$ cat config.mk
export PLATFORM = sky130hd
export DESIGN_NAME = distinct_prime_factor_counter
export DESIGN_NICKNAME = d
export VERILOG_FILES = /design/src/design/dpfc_pkg.sv /design/src/design/dpfc_div.sv /design/src/design/distinct_prime_factor_counter.sv
export SDC_FILE = /design/constraint.sdc
export NUM_CORES = 1
export LEC_CHECK = 0
export ABC_CLOCK_PERIOD_IN_PS = 4500
export BUFFER_PORTS_ARGS = -buffer_cell sky130_fd_sc_hd__buf_4
export CORE_MARGIN = 5
export CORE_UTILIZATION = 44
export DETAILED_ROUTE_END_ITERATION = 16
export GPL_ROUTABILITY_DRIVEN = 0
export GPL_TIMING_DRIVEN = 0
export HOLD_SLACK_MARGIN = 0.03
export SKIP_CTS_REPAIR_TIMING = 1
export SLEW_MARGIN = 20
export SYNTH_ARGS = -nofsm -noshare
export SYNTH_HDL_FRONTEND = slang
export SYNTH_SLANG_ARGS = --single-unit
export TNS_END_PERCENT = 20
$ cat constraint.sdc
create_clock -name i_clk -period 4.5 [get_ports i_clk]
set_input_delay 0.9 -clock i_clk [delete_from_list [all_inputs] [get_ports i_clk]]
set_output_delay 0.9 -clock i_clk [all_outputs]
set_load 0.05 [all_outputs]
$ cat src/design/dpfc_pkg.sv
// Package: shared widths, types and codes for the distinct prime factor counter.
`timescale 1ns / 1ps

package dpfc_pkg;

    // Width of the integer being factored
    localparam int VALUE_BITS  = 20;
    // Fixed width of the reported run start
    localparam int FIRST_BITS  = 20;
    localparam int WIDE_BITS   = (VALUE_BITS > FIRST_BITS) ? VALUE_BITS : FIRST_BITS;
    // Trial divisor: just past sqrt(2^VALUE_BITS)
    localparam int D_BITS      = (VALUE_BITS + 1) / 2 + 1;
    // Running square of the trial divisor
    localparam int SQ_BITS     = VALUE_BITS + 2;
    localparam int STEP_BITS   = $clog2(VALUE_BITS);
    localparam int COUNT_BITS  = 3;
    localparam int TARGET_BITS = 3;
    localparam int LENGTH_BITS = 4;
    localparam int RUN_BITS    = 4;
    localparam int ADDR_BITS   = 3;
    localparam int DATA_BITS   = 32;

    // Register indexes (paddr[2])
    localparam logic REG_TARGET = 1'b0;
    localparam logic REG_LENGTH = 1'b1;

    localparam logic [TARGET_BITS-1:0] TARGET_RESET = TARGET_BITS'(4);
    localparam logic [LENGTH_BITS-1:0] LENGTH_RESET = LENGTH_BITS'(4);

    // Divider result bundle
    typedef struct packed {
        logic                  done;
        logic [VALUE_BITS-1:0] quot;
        logic [VALUE_BITS-1:0] rem;
    } t_div_rsp;

endpackage

$ cat src/design/dpfc_div.sv
// Module: restoring divider, one quotient bit per cycle.
`timescale 1ns / 1ps

module dpfc_div
    import dpfc_pkg::*;
(
    input  logic                  i_clk,
    input  logic                  i_rst_n,
    input  logic                  i_start,
    input  logic [VALUE_BITS-1:0] i_dividend,
    input  logic [D_BITS-1:0]     i_divisor,
    output t_div_rsp              o_rsp
);

    logic                  r_busy;
    logic                  r_done;
    logic [STEP_BITS-1:0]  r_step;
    logic [VALUE_BITS-1:0] r_rem;
    logic [VALUE_BITS-1:0] r_quot;
    logic [D_BITS-1:0]     r_divisor;

    logic [VALUE_BITS:0]   rem_shift;
    logic [VALUE_BITS:0]   div_ext;
    logic                  fits;

    // One restoring step: shift in next dividend bit, subtract if it fits
    assign rem_shift = {r_rem, r_quot[VALUE_BITS-1]};
    assign div_ext   = (VALUE_BITS+1)'(r_divisor);
    assign fits      = (rem_shift >= div_ext);

    // Control
    always_ff @(posedge i_clk) begin
        if (!i_rst_n) begin
            r_busy <= 1'b0;
            r_done <= 1'b0;
            r_step <= '0;
        end else begin
            r_done <= 1'b0;
            if (i_start) begin
                r_busy <= 1'b1;
                r_step <= '0;
            end else if (r_busy) begin
                r_step <= r_step + STEP_BITS'(1);
                if (r_step == STEP_BITS'(VALUE_BITS - 1)) begin
                    r_busy <= 1'b0;
                    r_done <= 1'b1;
                end
            end
        end
    end

    // Datapath
    always_ff @(posedge i_clk) begin
        if (i_start) begin
            r_rem     <= '0;
            r_quot    <= i_dividend;
            r_divisor <= i_divisor;
        end else if (r_busy) begin
            if (fits) begin
                r_rem <= VALUE_BITS'(rem_shift - div_ext);
            end else begin
                r_rem <= rem_shift[VALUE_BITS-1:0];
            end
            r_quot <= {r_quot[VALUE_BITS-2:0], fits};
        end
    end

    assign o_rsp.done = r_done;
    assign o_rsp.quot = r_quot;
    assign o_rsp.rem  = r_rem;

endmodule

$ cat src/design/distinct_prime_factor_counter.sv
// Top level: distinct prime factor counter with consecutive-run detector.
//
//  channel  | handshake                      | payload
//  ---------+--------------------------------+-------------------------------------------
//  input    | i_in_valid / o_in_stall        | i_value
//  output   | o_out_valid / i_out_stall      | o_prime_count, o_run_done, o_run_first
//  config   | APB psel/penable/pwrite/pready | paddr, pwdata, prdata
//
// Each trial divisor costs one compare state plus a division in the shared divider,
// and each factor divided out costs one more division. o_in_stall is high from
// acceptance until the result is in the output register; that register lets a new
// transaction start while the last result waits under i_out_stall.
// Synchronous active-low reset clears the sequencer, run state, output valid
// and configuration registers.
`timescale 1ns / 1ps

module distinct_prime_factor_counter
    import dpfc_pkg::*;
(
    input  logic                   i_clk,
    input  logic                   i_rst_n,
    // input channel
    input  logic                   i_in_valid,
    output logic                   o_in_stall,
    input  logic [VALUE_BITS-1:0]  i_value,
    // output channel
    output logic                   o_out_valid,
    input  logic                   i_out_stall,
    output logic [COUNT_BITS-1:0]  o_prime_count,
    output logic                   o_run_done,
    output logic [FIRST_BITS-1:0]  o_run_first,
    // configuration
    input  logic                   psel,
    input  logic                   penable,
    input  logic                   pwrite,
    input  logic [ADDR_BITS-1:0]   paddr,
    input  logic [DATA_BITS-1:0]   pwdata,
    output logic [DATA_BITS-1:0]   prdata,
    output logic                   pready
);

    typedef enum logic [3:0] {
        S_IDLE  = 4'b0001,
        S_CHECK = 4'b0010,
        S_DIV   = 4'b0100,
        S_FINAL = 4'b1000
    } t_state;

    t_state                  r_state;
    logic [TARGET_BITS-1:0]  r_target;
    logic [LENGTH_BITS-1:0]  r_length;
    logic [RUN_BITS-1:0]     r_run_counter;
    logic [VALUE_BITS-1:0]   r_prev;
    logic [VALUE_BITS-1:0]   r_value;
    logic [VALUE_BITS-1:0]   r_n;
    logic [D_BITS-1:0]       r_d;
    logic [SQ_BITS-1:0]      r_sq;
    logic [COUNT_BITS-1:0]   r_cnt;
    logic                    r_found;
    logic                    r_out_valid;
    logic [COUNT_BITS-1:0]   r_prime_count;
    logic                    r_run_done;
    logic [FIRST_BITS-1:0]   r_run_first;

    t_div_rsp                div_rsp;
    logic                    div_start;
    logic [VALUE_BITS-1:0]   div_dividend;
    logic                    in_accept;
    logic                    out_free;
    logic                    cfg_write;
    logic                    sq_le_n;
    logic                    div_exact;
    logic [COUNT_BITS-1:0]   cnt_inc;
    logic [COUNT_BITS-1:0]   n_final_cnt;
    logic [LENGTH_BITS-1:0]  run_len;
    logic                    follows;
    logic                    qualifies;
    logic [RUN_BITS-1:0]     n_run_counter;
    logic                    run_hit;
    logic [VALUE_BITS-1:0]   first_val;
    logic [WIDE_BITS-1:0]    first_wide;

    // Handshakes
    assign in_accept  = i_in_valid && (r_state == S_IDLE);
    assign o_in_stall = (r_state != S_IDLE);
    assign out_free   = !r_out_valid || !i_out_stall;
    assign cfg_write  = psel && penable && pwrite;
    assign pready     = 1'b1;

    // Configuration registers
    always_ff @(posedge i_clk) begin
        if (!i_rst_n) begin
            r_target <= TARGET_RESET;
            r_length <= LENGTH_RESET;
        end else if (cfg_write) begin
            unique case (paddr[2])
                REG_TARGET: r_target <= pwdata[TARGET_BITS-1:0];
                REG_LENGTH: r_length <= pwdata[LENGTH_BITS-1:0];
                default:    r_target <= r_target;
            endcase
        end
    end

    always_comb begin
        unique case (paddr[2])
            REG_TARGET: prdata = DATA_BITS'(r_target);
            REG_LENGTH: prdata = DATA_BITS'(r_length);
            default:    prdata = '0;
        endcase
    end

    // Shared divider
    assign sq_le_n      = (r_sq <= SQ_BITS'(r_n));
    assign div_exact    = div_rsp.done && (div_rsp.rem == '0);
    assign div_start    = ((r_state == S_CHECK) && sq_le_n)
                       || ((r_state == S_DIV) && div_exact);
    assign div_dividend = (r_state == S_DIV) ? div_rsp.quot : r_n;

    dpfc_div u_div (
        .i_clk      (i_clk),
        .i_rst_n    (i_rst_n),
        .i_start    (div_start),
        .i_dividend (div_dividend),
        .i_divisor  (r_d),
        .o_rsp      (div_rsp)
    );

    // Saturating count of distinct factors
    assign cnt_inc     = (r_cnt == '1) ? r_cnt : r_cnt + COUNT_BITS'(1);
    assign n_final_cnt = (r_n > VALUE_BITS'(1)) ? cnt_inc : r_cnt;

    // Run tracking on the finished count
    assign run_len   = (r_length == '0) ? LENGTH_BITS'(1) : r_length;
    assign follows   = ((VALUE_BITS+1)'(r_prev) + (VALUE_BITS+1)'(1))
                       == (VALUE_BITS+1)'(r_value);
    assign qualifies = (n_final_cnt == r_target);

    always_comb begin
        if (!qualifies) begin
            n_run_counter = '0;
        end else if ((r_run_counter != '0) && follows) begin
            n_run_counter = r_run_counter + RUN_BITS'(1);
        end else begin
            n_run_counter = RUN_BITS'(1);
        end
    end

    assign run_hit    = (n_run_counter != '0) && (n_run_counter >= run_len);
    assign first_val  = r_value - VALUE_BITS'(run_len - LENGTH_BITS'(1));
    assign first_wide = WIDE_BITS'(first_val);

    // Sequencer and trial-division datapath
    always_ff @(posedge i_clk) begin
        if (!i_rst_n) begin
            r_state       <= S_IDLE;
            r_run_counter <= '0;
            r_prev        <= '0;
            r_out_valid   <= 1'b0;
        end else begin
            // output register fills from the final state, empties on acceptance
            if ((r_state == S_FINAL) && out_free) begin
                r_out_valid <= 1'b1;
            end else if (r_out_valid && !i_out_stall) begin
                r_out_valid <= 1'b0;
            end
            unique case (r_state)
                S_IDLE: begin
                    if (in_accept) begin
                        r_state <= S_CHECK;
                    end
                end
                S_CHECK: begin
                    r_state <= sq_le_n ? S_DIV : S_FINAL;
                end
                S_DIV: begin
                    if (div_rsp.done && !div_exact) begin
                        r_state <= S_CHECK;
                    end
                end
                S_FINAL: begin
                    if (out_free) begin
                        r_state       <= S_IDLE;
                        r_run_counter <= run_hit ? '0 : n_run_counter;
                        r_prev        <= r_value;
                    end
                end
                default: r_state <= S_IDLE;
            endcase
        end
    end

    always_ff @(posedge i_clk) begin
        // load a new value
        if (in_accept) begin
            r_value <= i_value;
            r_n     <= i_value;
            r_d     <= D_BITS'(2);
            r_sq    <= SQ_BITS'(4);
            r_cnt   <= '0;
            r_found <= 1'b0;
        end
        // divide out a factor, or move to the next candidate
        if ((r_state == S_DIV) && div_rsp.done) begin
            if (div_exact) begin
                r_n     <= div_rsp.quot;
                r_found <= 1'b1;
                if (!r_found) begin
                    r_cnt <= cnt_inc;
                end
            end else begin
                r_d     <= r_d + D_BITS'(1);
                r_sq    <= r_sq + SQ_BITS'({r_d, 1'b1});
                r_found <= 1'b0;
            end
        end
        // result register
        if ((r_state == S_FINAL) && out_free) begin
            r_prime_count <= n_final_cnt;
            r_run_done    <= run_hit;
            r_run_first   <= run_hit ? first_wide[FIRST_BITS-1:0] : '0;
        end
    end

    assign o_out_valid   = r_out_valid;
    assign o_prime_count = r_prime_count;
    assign o_run_done    = r_run_done;
    assign o_run_first   = r_run_first;

endmodule

Yosys cells after proc, flatten, opt, wreduce, memory -nomap -nowiden
Cells that the tools add are included.
- add/sub/neg operators: 9
- multipliers: 0
- divide/modulo/power cells: 0
- magnitude comparators: 4
- equality and inequality tests: 13
- shifts and indexed selects: 0
- multiplexer cells: 38
- bitwise gates (word level): 3
- reductions and logical operators: 31
- operator list (cell ; count):
    $mux 20 ; 7
    $mux 22 ; 3
    $pmux 32 s2 ; 1
    $mux 11 ; 3
    $mux 4 ; 8
    $add 22x12->22 ; 1
    $le 22x20->1 ; 1
    $add 20x1->21 const B ; 1
    $eq 21x20->1 ; 1
    $ge 21x11->1 ; 1
    $gt 20x1->1 const B ; 1
    $logic_not 20->1 ; 1
    $sub 20x11->20 ; 1
    $sub 20x20->20 ; 1
    $mux 3 ; 6
    $pmux 4 s4 ; 1
    $logic_and 1x1->1 ; 12
    $add 11x1->11 const B ; 1
    $mux 1 ; 9
    $reduce_and 2->1 ; 4
    $reduce_bool 4->1 ; 2
    $ne 2x2->1 const B ; 3
    $reduce_bool 2->1 ; 3
    $add 5x1->5 const B ; 1
    other kinds (20) ; 25
- flip-flop bits (word level): 195
- latch bits: 0
- bits in writable memories: 0
- bits in read-only memories: 0
- output and inout port bits: 59
- memories kept: 0

Longest topological paths before layout
Gate-level depths: netlist of run 1.
- depth in word-level cells: 8
- mapped depth: 19

By module
Synthesis of run 1 repeated with hierarchy kept, for this count alone.
- cells, all modules: 1315
- area, all modules: 11716.2 um^2
- modules (own cells, without submodules) (module ; instances ; cells an instance ; area an instance (um^2) ; seq. area each (um^2)):
    distinct_prime_factor_counter ; 1 ; 1019 ; 8584.5 ; 3193.1
    dpfc_div ; 1 ; 296 ; 3131.8 ; 1471.4

Worst setup path before layout of run 1
Ideal clock, no wire load.
- path kind: reg-to-reg
- start point: register r_length[2]
- end point: register r_run_first[18] (netlist: o_run_first[18]), data pin
- setup time: 0.257 ns
- data arrival time: 3.647 ns
- data required time: 4.243 ns
- slack: 0.596 ns
- stages on the path, launching flop included: 17
- path buffers: 0
- cell sequence: dfxtp_1 nor3_1 or2_2 inv_1 ha_1 nand3_1 ha_1 and2_1 a41o_1 a2111oi_0 o21bai_1 a21o_1 a21o_1 a31oi_1 o21ai_0 xnor2_1 nor2_1
- cells in the longest elaborated chain, start to end: 4
- RTL lines (item ; line ; text):
    start: declaration ; distinct_prime_factor_counter.sv:51 ; logic [LENGTH_BITS-1:0] r_length;
    start signal: assignment ; distinct_prime_factor_counter.sv:98 ; REG_LENGTH: r_length <= pwdata[LENGTH_BITS-1:0];
    $logic_not 4->1 ; distinct_prime_factor_counter.sv:133 ; assign run_len = (r_length == '0) ? LENGTH_BITS'(1) : r_length;
    $mux 4 (*) ; distinct_prime_factor_counter.sv:133 ;
    $sub 4x1->5 or $ge 4x4->1 (tied branches) ; distinct_prime_factor_counter.sv:149, distinct_prime_factor_counter.sv:148 ;
    $sub 20x20->20 or $logic_and 1x1->1 (tied branches) ; distinct_prime_factor_counter.sv:149, distinct_prime_factor_counter.sv:148 ;
    end signal: assignment ; distinct_prime_factor_counter.sv:220 ; r_run_first <= run_hit ? first_wide[FIRST_BITS-1:0] : '0;
    end: declaration ; distinct_prime_factor_counter.sv:63 ; logic [FIRST_BITS-1:0] r_run_first;
Every way passes the cells marked *; elsewhere a longest branch is shown, timed or not.
A chain may end at the register's enable or synchronous reset.

Worst setup path after layout of run 1
Same ends and word-level chain as after synthesis.

==> flow_metrics.tcl, run 1 <==
set metrics [dict create \
    status "finished clean" \
    drv_cap 0 \
    worstSetupStartpointType "register" \
    critical-path-slowest-cell "ha_1" \
    yosys_warnings 0 \
    drc 0 \
    rrSetupSlack_ns 0.28 \
    synth_top_family_by_area "simple AND/OR/NAND/NOR gates" \
    rr_endpoint "o_run_first[18]" \
    cp.depth 16 \
    worst-path-buf-inv 1 \
    power_leakage_uw 0.00532 \
    seq_area_frac_synth_pct 41.2 \
    hold_path_class "reg2reg" \
    fin_crit_ns 4.22 \
    dr.pass1.iters 5 \
    ir_worst_vdd_mv 0.191 \
    rsz0062_at_grt "false" \
    io_pins 121 \
    rows 58 \
    end_kind "register" \
    syn_to_final_growth_pct 13.8 \
    r2r_start "r_length[2]" \
    fin_tns_setup_ns 0 \
    grt_pass1_wl_um 43700 \
    clkPwrFrac_pct 29.5 \
    cts_tree "built" \
    slew_viol_final 0 \
    grt_max_degree 34 \
    overflow 0 \
    synth_compound_area_share_pct 15.3 \
    finalCritPeriodShare_pct 93.8 \
    synth_edf_count 76 \
    ys_types 77 \
    crit_path_start "r_length[2]" \
    track_usage_pct 18.6 \
    cts_sinks 195 \
    hold_viol 0 \
    fin_nets 1479 \
    worst_skew_pair.late_latency_ns 0.44 \
    tritoncts.num_buffers 17 \
    crit_family "compound AO/OA/AOI/OAI gates" \
    pwr-share-seq_pct 45.7 \
    synth_top_area_share_pct 21.1 \
    worstSetupEndpoint "o_run_first[18]" \
    top_usage_layer "met2" \
    tightest_slew_ns 0.894 \
    initial_core_util_pct 44.8 \
    netlist_area_um2 11300 \
    netlist_top_cells_area "dfxtp_1, edfxtp_1, ha_1" \
    switching_share_pct 32.6 \
    p_per_area_nw_per_um2 379 \
    relSlewSlack_pct 40.3 \
    grt_pass1_vias 8500 \
    yosysTopAreaCell "dfxtp_1" \
    clock-skew-final_ns 0.0134 \
    routedWlPerCell_um 16.1 \
    postLayoutCoreUtil_pct 51.0 \
    cts.htree.levels 4 \
    antenna_found_initial 0 \
    critPathKind "reg2reg" \
    fp.dieH_um 170 \
    routed_wirelength_um 27100 \
    numPortBuffers 61 \
    die_w_um 170 \
    timing.hold.ws_ns 0.490 \
    netlist_instances 1235 \
    cp.arrival_ns 4.42 \
    r2r_cells 16 \
    worst_ep_required_time_ns 4.69 \
    setup_viol 0 \
    clockRootBuffer "clkbuf_16" \
    grt_use_met2_pct 30.9 \
    critPathMaxFanout 16 \
    power_frac_comb_pct 24.7 \
    final_layout_size_suffix_gt1_share_pct 13.7 \
    internal-power_uw 3290 \
    timing.fmax_mhz 237 \
    synth_adder_area_share_pct 8.49 \
    syn_avg_cell_area_um2 9.16 \
    synth_mux_area_share_pct 4.43 \
    fp.coreArea_um2 25300 \
    grtUsageMet3_pct 2.79 \
    max_stage_delay_ns 0.48 \
    synthXorXnorAreaFrac_pct 5.79 \
    ant_nets 0 \
    synth_flop_cell "dfxtp_1" \
    p_switching_uw 1590 \
    die-area_um2 29000 \
    async_reset_ff_share_pct 0 \
    clk_pin_slew_worst_paths_ns 0.08 \
    ys_ff_latch 195 \
    yosys.area_share.simple_pct 19.1 \
    place_hpwl_um 20300 \
    ctsLongestPathBuffers 2 \
    vias 8942 \
    diodes 0 \
    vias_per_cell 5.31 \
    drt_iter0_drc 522 \
    cp_cell_sequence "nor3_1 > or2_2 > inv_1 > ha_1 > nand3_2 > ha_1 > and2_1 > a41o_1 > a2111oi_0 > o21bai_1 > a21o_1 > a21o_1 > a31oi_1 > o21ai_0 > xnor2_1 > nor2_1" \
    grt_use_met1_pct 25.6 \
]
==> cell families (layout without fill, tap and decap cells) <==
logic type,Yosys count,after routing
and+or+nand+nor,442,442
adders and majority gates,75,75
xor gates and xnor gates,74,74
buffers and inverters,135,228
AOI/OAI and AO/OA,265,265
DFF,195,195
other,2,29
muxes,47,47
==> power by group through the flow <==
stage | logic, uW | registers [uW] | clock network, uW
5_1_grt | 1360 | 2260 | 1560
2_1_floorplan | 978 | 2190 | 0
6_report | 1210 | 2230 | 1440
3_3_place_gp | 1180 | 2270 | 0
4_1_cts | 1210 | 2230 | 1470
3_5_place_dp | 1200 | 2260 | 0
==> flip-flops by register name, indices dropped and copies added (netlist names), 5 cells and up <==
register / count
r_prev: 20
r_d: 11
o_run_first: 20
r_n: 20
u_div.r_divisor: 11
u_div.r_quot: 20
u_div.r_step: 5
r_sq: 22
u_div.r_rem: 20
r_value: 20
==> layout by cell type, fill, tap and decap left out, types with 43 or more instances in the layout <==
cell and count:
nand2_1 149, dfxtp_1 119, nor2_1 99, buf_4 92
edfxtp_1 76, ha_1 71, inv_1 63, a21oi_1 56
o21ai_0 52, xnor2_1 50, nand3_1 43
==> layer usage <==
layer	vias up	wire length, um
met5	-	0
met4	0	379
met2	159	12800
met3	25	974
met1	4196	12900
li1	4562	-
==> final cells by class <==
class                           count  area, um2
Tap cell                          330        413
Timing Repair Buffer               61        458
Buffer                             71        394
Multi-Input combinational cell    932       6170
Inverter                           64        240
Clock buffer                       19        443
Sequential cell                   195       4660
Fill cell                        2421      12400
Clock inverter                     13        100
==> cell usage after synthesis, drive strengths merged (7+ instances only) <==
cell	n
nand2	149
dfxtp	119
nor2	101
edfxtp	76
ha	72
inv	64
o21ai	62
a21oi	56
xnor2	50
nand3	45
buf	40
a21boi	31
clkbuf	31
a31oi	29
mux2	25
xor2	24
mux2i	22
a211oi	21
nor2b	21
and3	18
nor3	18
a21o	17
nand4	16
nor4	13
nand2b	12
and2	10
o21bai	7
or2	7
==> how the worst min path moves through the flow <==
| stage | slack, ns | depth (start not counted) | startpoint | to |
|---|---|---|---|---|
| 2_1_floorplan | 0.45 | 1 | r_sq[17] | r_sq[17] |
| 3_3_place_gp | 0.46 | 1 | r_sq[21] | r_sq[21] |
| 3_5_place_dp | 0.48 | 1 | r_sq[21] | r_sq[21] |
| 4_1_cts | 0.49 | 1 | r_sq[21] | r_sq[21] |
| 5_1_grt | 0.53 | 2 | u_div.r_rem[19] | u_div.r_rem[19] |
| 6_report | 0.49 | 1 | r_sq[21] | r_sq[21] |
==> metrics by stage <==
step	setup WS (ns)	instance area (um2)	total power, uW	std cells
CTS	-0.0623	12800	4910	1685
detailed placement	-0.0548	12300	3460	1653
floorplan	0.596	11400	3170	1262
finish	0.277	12900	4880	1685
global placement	0.0348	12300	3450	1653
global route	0.0511	12900	5170	1685
(Power assumes the default switching activity.)
==> run 2: changes to the inputs <==
--- a/config.mk
+++ b/config.mk
@@ -9,13 +9,15 @@
 export BUFFER_PORTS_ARGS = -buffer_cell sky130_fd_sc_hd__buf_4
 export CORE_MARGIN = 5
 export CORE_UTILIZATION = 44
+export CTS_CLUSTER_DIAMETER = 200
 export DETAILED_ROUTE_END_ITERATION = 16
 export GPL_ROUTABILITY_DRIVEN = 0
 export GPL_TIMING_DRIVEN = 0
 export HOLD_SLACK_MARGIN = 0.03
+export PLACE_DENSITY = 0.64
 export SKIP_CTS_REPAIR_TIMING = 1
 export SLEW_MARGIN = 20
 export SYNTH_ARGS = -nofsm -noshare
 export SYNTH_HDL_FRONTEND = slang
 export SYNTH_SLANG_ARGS = --single-unit
-export TNS_END_PERCENT = 20
+export TNS_END_PERCENT = 10
==> flow_metrics.tcl, run 2 (synthesis gave the netlist of run 1 again) <==
set metrics [dict create \
    worstSetupStartpointType "register" \
    hold_path_class "reg2reg" \
    r2r_start "r_prev[0]" \
    fp.coreArea_um2 25300 \
    die-area_um2 29000 \
    drt_iter0_drc 509 \
    fin_nets 1479 \
    final_layout_size_suffix_gt1_share_pct 13.5 \
    clock-skew-final_ns 0.0105 \
    place_hpwl_um 20000 \
    drv_cap 0 \
    initial_core_util_pct 44.8 \
    routed_wirelength_um 26400 \
    syn_to_final_growth_pct 14.3 \
    dr.pass1.iters 5 \
    io_pins 121 \
    relSlewSlack_pct 40.7 \
    rrSetupSlack_ns 0.34 \
    final_common_cell "nand2_1" \
    timing.fmax_mhz 241 \
    largest_reg_flops 22 \
    ctsLongestPathBuffers 2 \
    tightest_slew_ns 0.888 \
    rsz0062_at_grt "false" \
    min_delay_worst_endpoint "r_sq[17]" \
    finalCritPeriodShare_pct 92.4 \
    vias 8943 \
    clockRootBuffer "clkbuf_16" \
    diodes 0 \
    rr_endpoint "o_run_first[13]" \
    worst_ep_required_time_ns 4.69 \
    grt_pass1_wl_um 42400 \
    postLayoutCoreUtil_pct 51.2 \
    fin_area_um2 12900 \
    power_leakage_uw 0.00535 \
    cts.htree.levels 4 \
    clk_pin_slew_worst_paths_ns 0.08 \
    overflow 0 \
    cts_sinks 195 \
    numPortBuffers 61 \
    cp_cell_sequence "ha_2 > nand3_2 > xnor2_1 > or3_1 > a21oi_1 > o2111ai_1 > nor4_4 > nand2b_1 > nor2_1 > ha_1 > a21o_1 > a21o_1 > a21oi_1 > or4_1 > a31o_2 > buf_2 > nor2_1" \
    worst_skew_pair.late_latency_ns 0.44 \
    fp.dieH_um 170 \
    ant_nets 0 \
    final_cell_mix "nand2_1, dfxtp_1, nor2_1, buf_4, edfxtp_1" \
    p_per_area_nw_per_um2 387 \
    holdPathStages 1 \
    drc 0 \
    routedWlPerCell_um 15.6 \
    die_w_um 170 \
    min_from "r_sq[17]" \
    vias_per_cell 5.31 \
    max_stage_delay_ns 0.47 \
    setup_viol 0 \
    r2r_cells 17 \
    track_usage_pct 18.0 \
    slew_viol_final 0 \
    rows 58 \
    critPathKind "reg2reg" \
    cts_tree "built" \
    status "finished clean" \
    antenna_found_initial 0 \
    regMostFlops "r_sq" \
    critical-path-slowest-cell "dfxtp_1" \
    hold_viol 0 \
    grt_pass1_vias 8299 \
    placed_area_um2 12300 \
    fin_crit_ns 4.16 \
    end_kind "register" \
    tritoncts.num_buffers 17 \
    critPathMaxFanout 10 \
    ir_worst_vdd_mv 0.224 \
    cp.arrival_ns 4.35 \
    grt_max_degree 34 \
    fin_tns_setup_ns 0 \
]
==> run 2: cell count changes in the layout (fill, tap and decap cells not counted), sizes merged <==
cell	before	now
bufinv	0	2
inv	69	71
clkbuf	50	48
clkinvlp	2	1
clkinv	6	5
==> run 2: layer usage <==
layer  vias to the layer above  wire length (um)  global-route usage (%)
li1                       4570                 -                       -
met1                      4174             12300                    24.4
met2                       165             12300                    29.3
met3                        34              1160                    2.83
met4                         0               610                    6.22
met5                         -                 0                       0
==> run 2: final cells by class <==
| class | count | area, um2 |
|---|---|---|
| Clock buffer | 17 | 425 |
| Timing Repair Buffer | 61 | 458 |
| Clock inverter | 15 | 171 |
| Buffer | 71 | 394 |
| Fill cell | 2428 | 12300 |
| Inverter | 64 | 240 |
| Multi-Input combinational cell | 932 | 6160 |
| Tap cell | 330 | 413 |
| Sequential cell | 195 | 4660 |
==> run 2: critical path: cells and delay by family (launching register included) <==
kind,cells,cell delay [ns]
adders and majority gates,2,0.56
buffers and inverters,1,0.24
AOI/OAI and AO/OA,6,0.95
xor gates and xnor gates,1,0.18
DFF,1,0.47
and+or+nand+nor,7,1.49
==> run 2: where the power goes <==
group,total (uW),switching (uW),internal [uW]
clock,1570,732,837
combinational,1200,665,536
sequential,2240,215,2020
==> run 2: metrics by stage <==
step / hold slack, ns / total power, uW / setup slack, ns / cells
after global placement: 0.461 / 3440 / 0.0412 / 1653
after global routing: 0.505 / 5290 / 0.0256 / 1685
final: 0.489 / 5010 / 0.344 / 1685
after detailed placement: 0.473 / 3460 / 0.0438 / 1653
after floorplan: 0.450 / 3170 / 0.596 / 1262
after CTS: 0.491 / 5030 / 0.0193 / 1685
==> run 2: how the worst max path moves through the flow <==
stage / start / to / slack [ns] / cells past startpoint
floorplan: r_length[2] / o_run_first[18] / 0.60 / 16
global route: r_prev[0] / o_run_first[14] / 0.03 / 17
finish: r_prev[0] / o_run_first[13] / 0.34 / 17
CTS: r_length[2] / o_run_first[18] / 0.02 / 16
detailed placement: r_prev[0] / o_run_first[13] / 0.04 / 17
global placement: r_length[2] / o_run_first[18] / 0.04 / 16
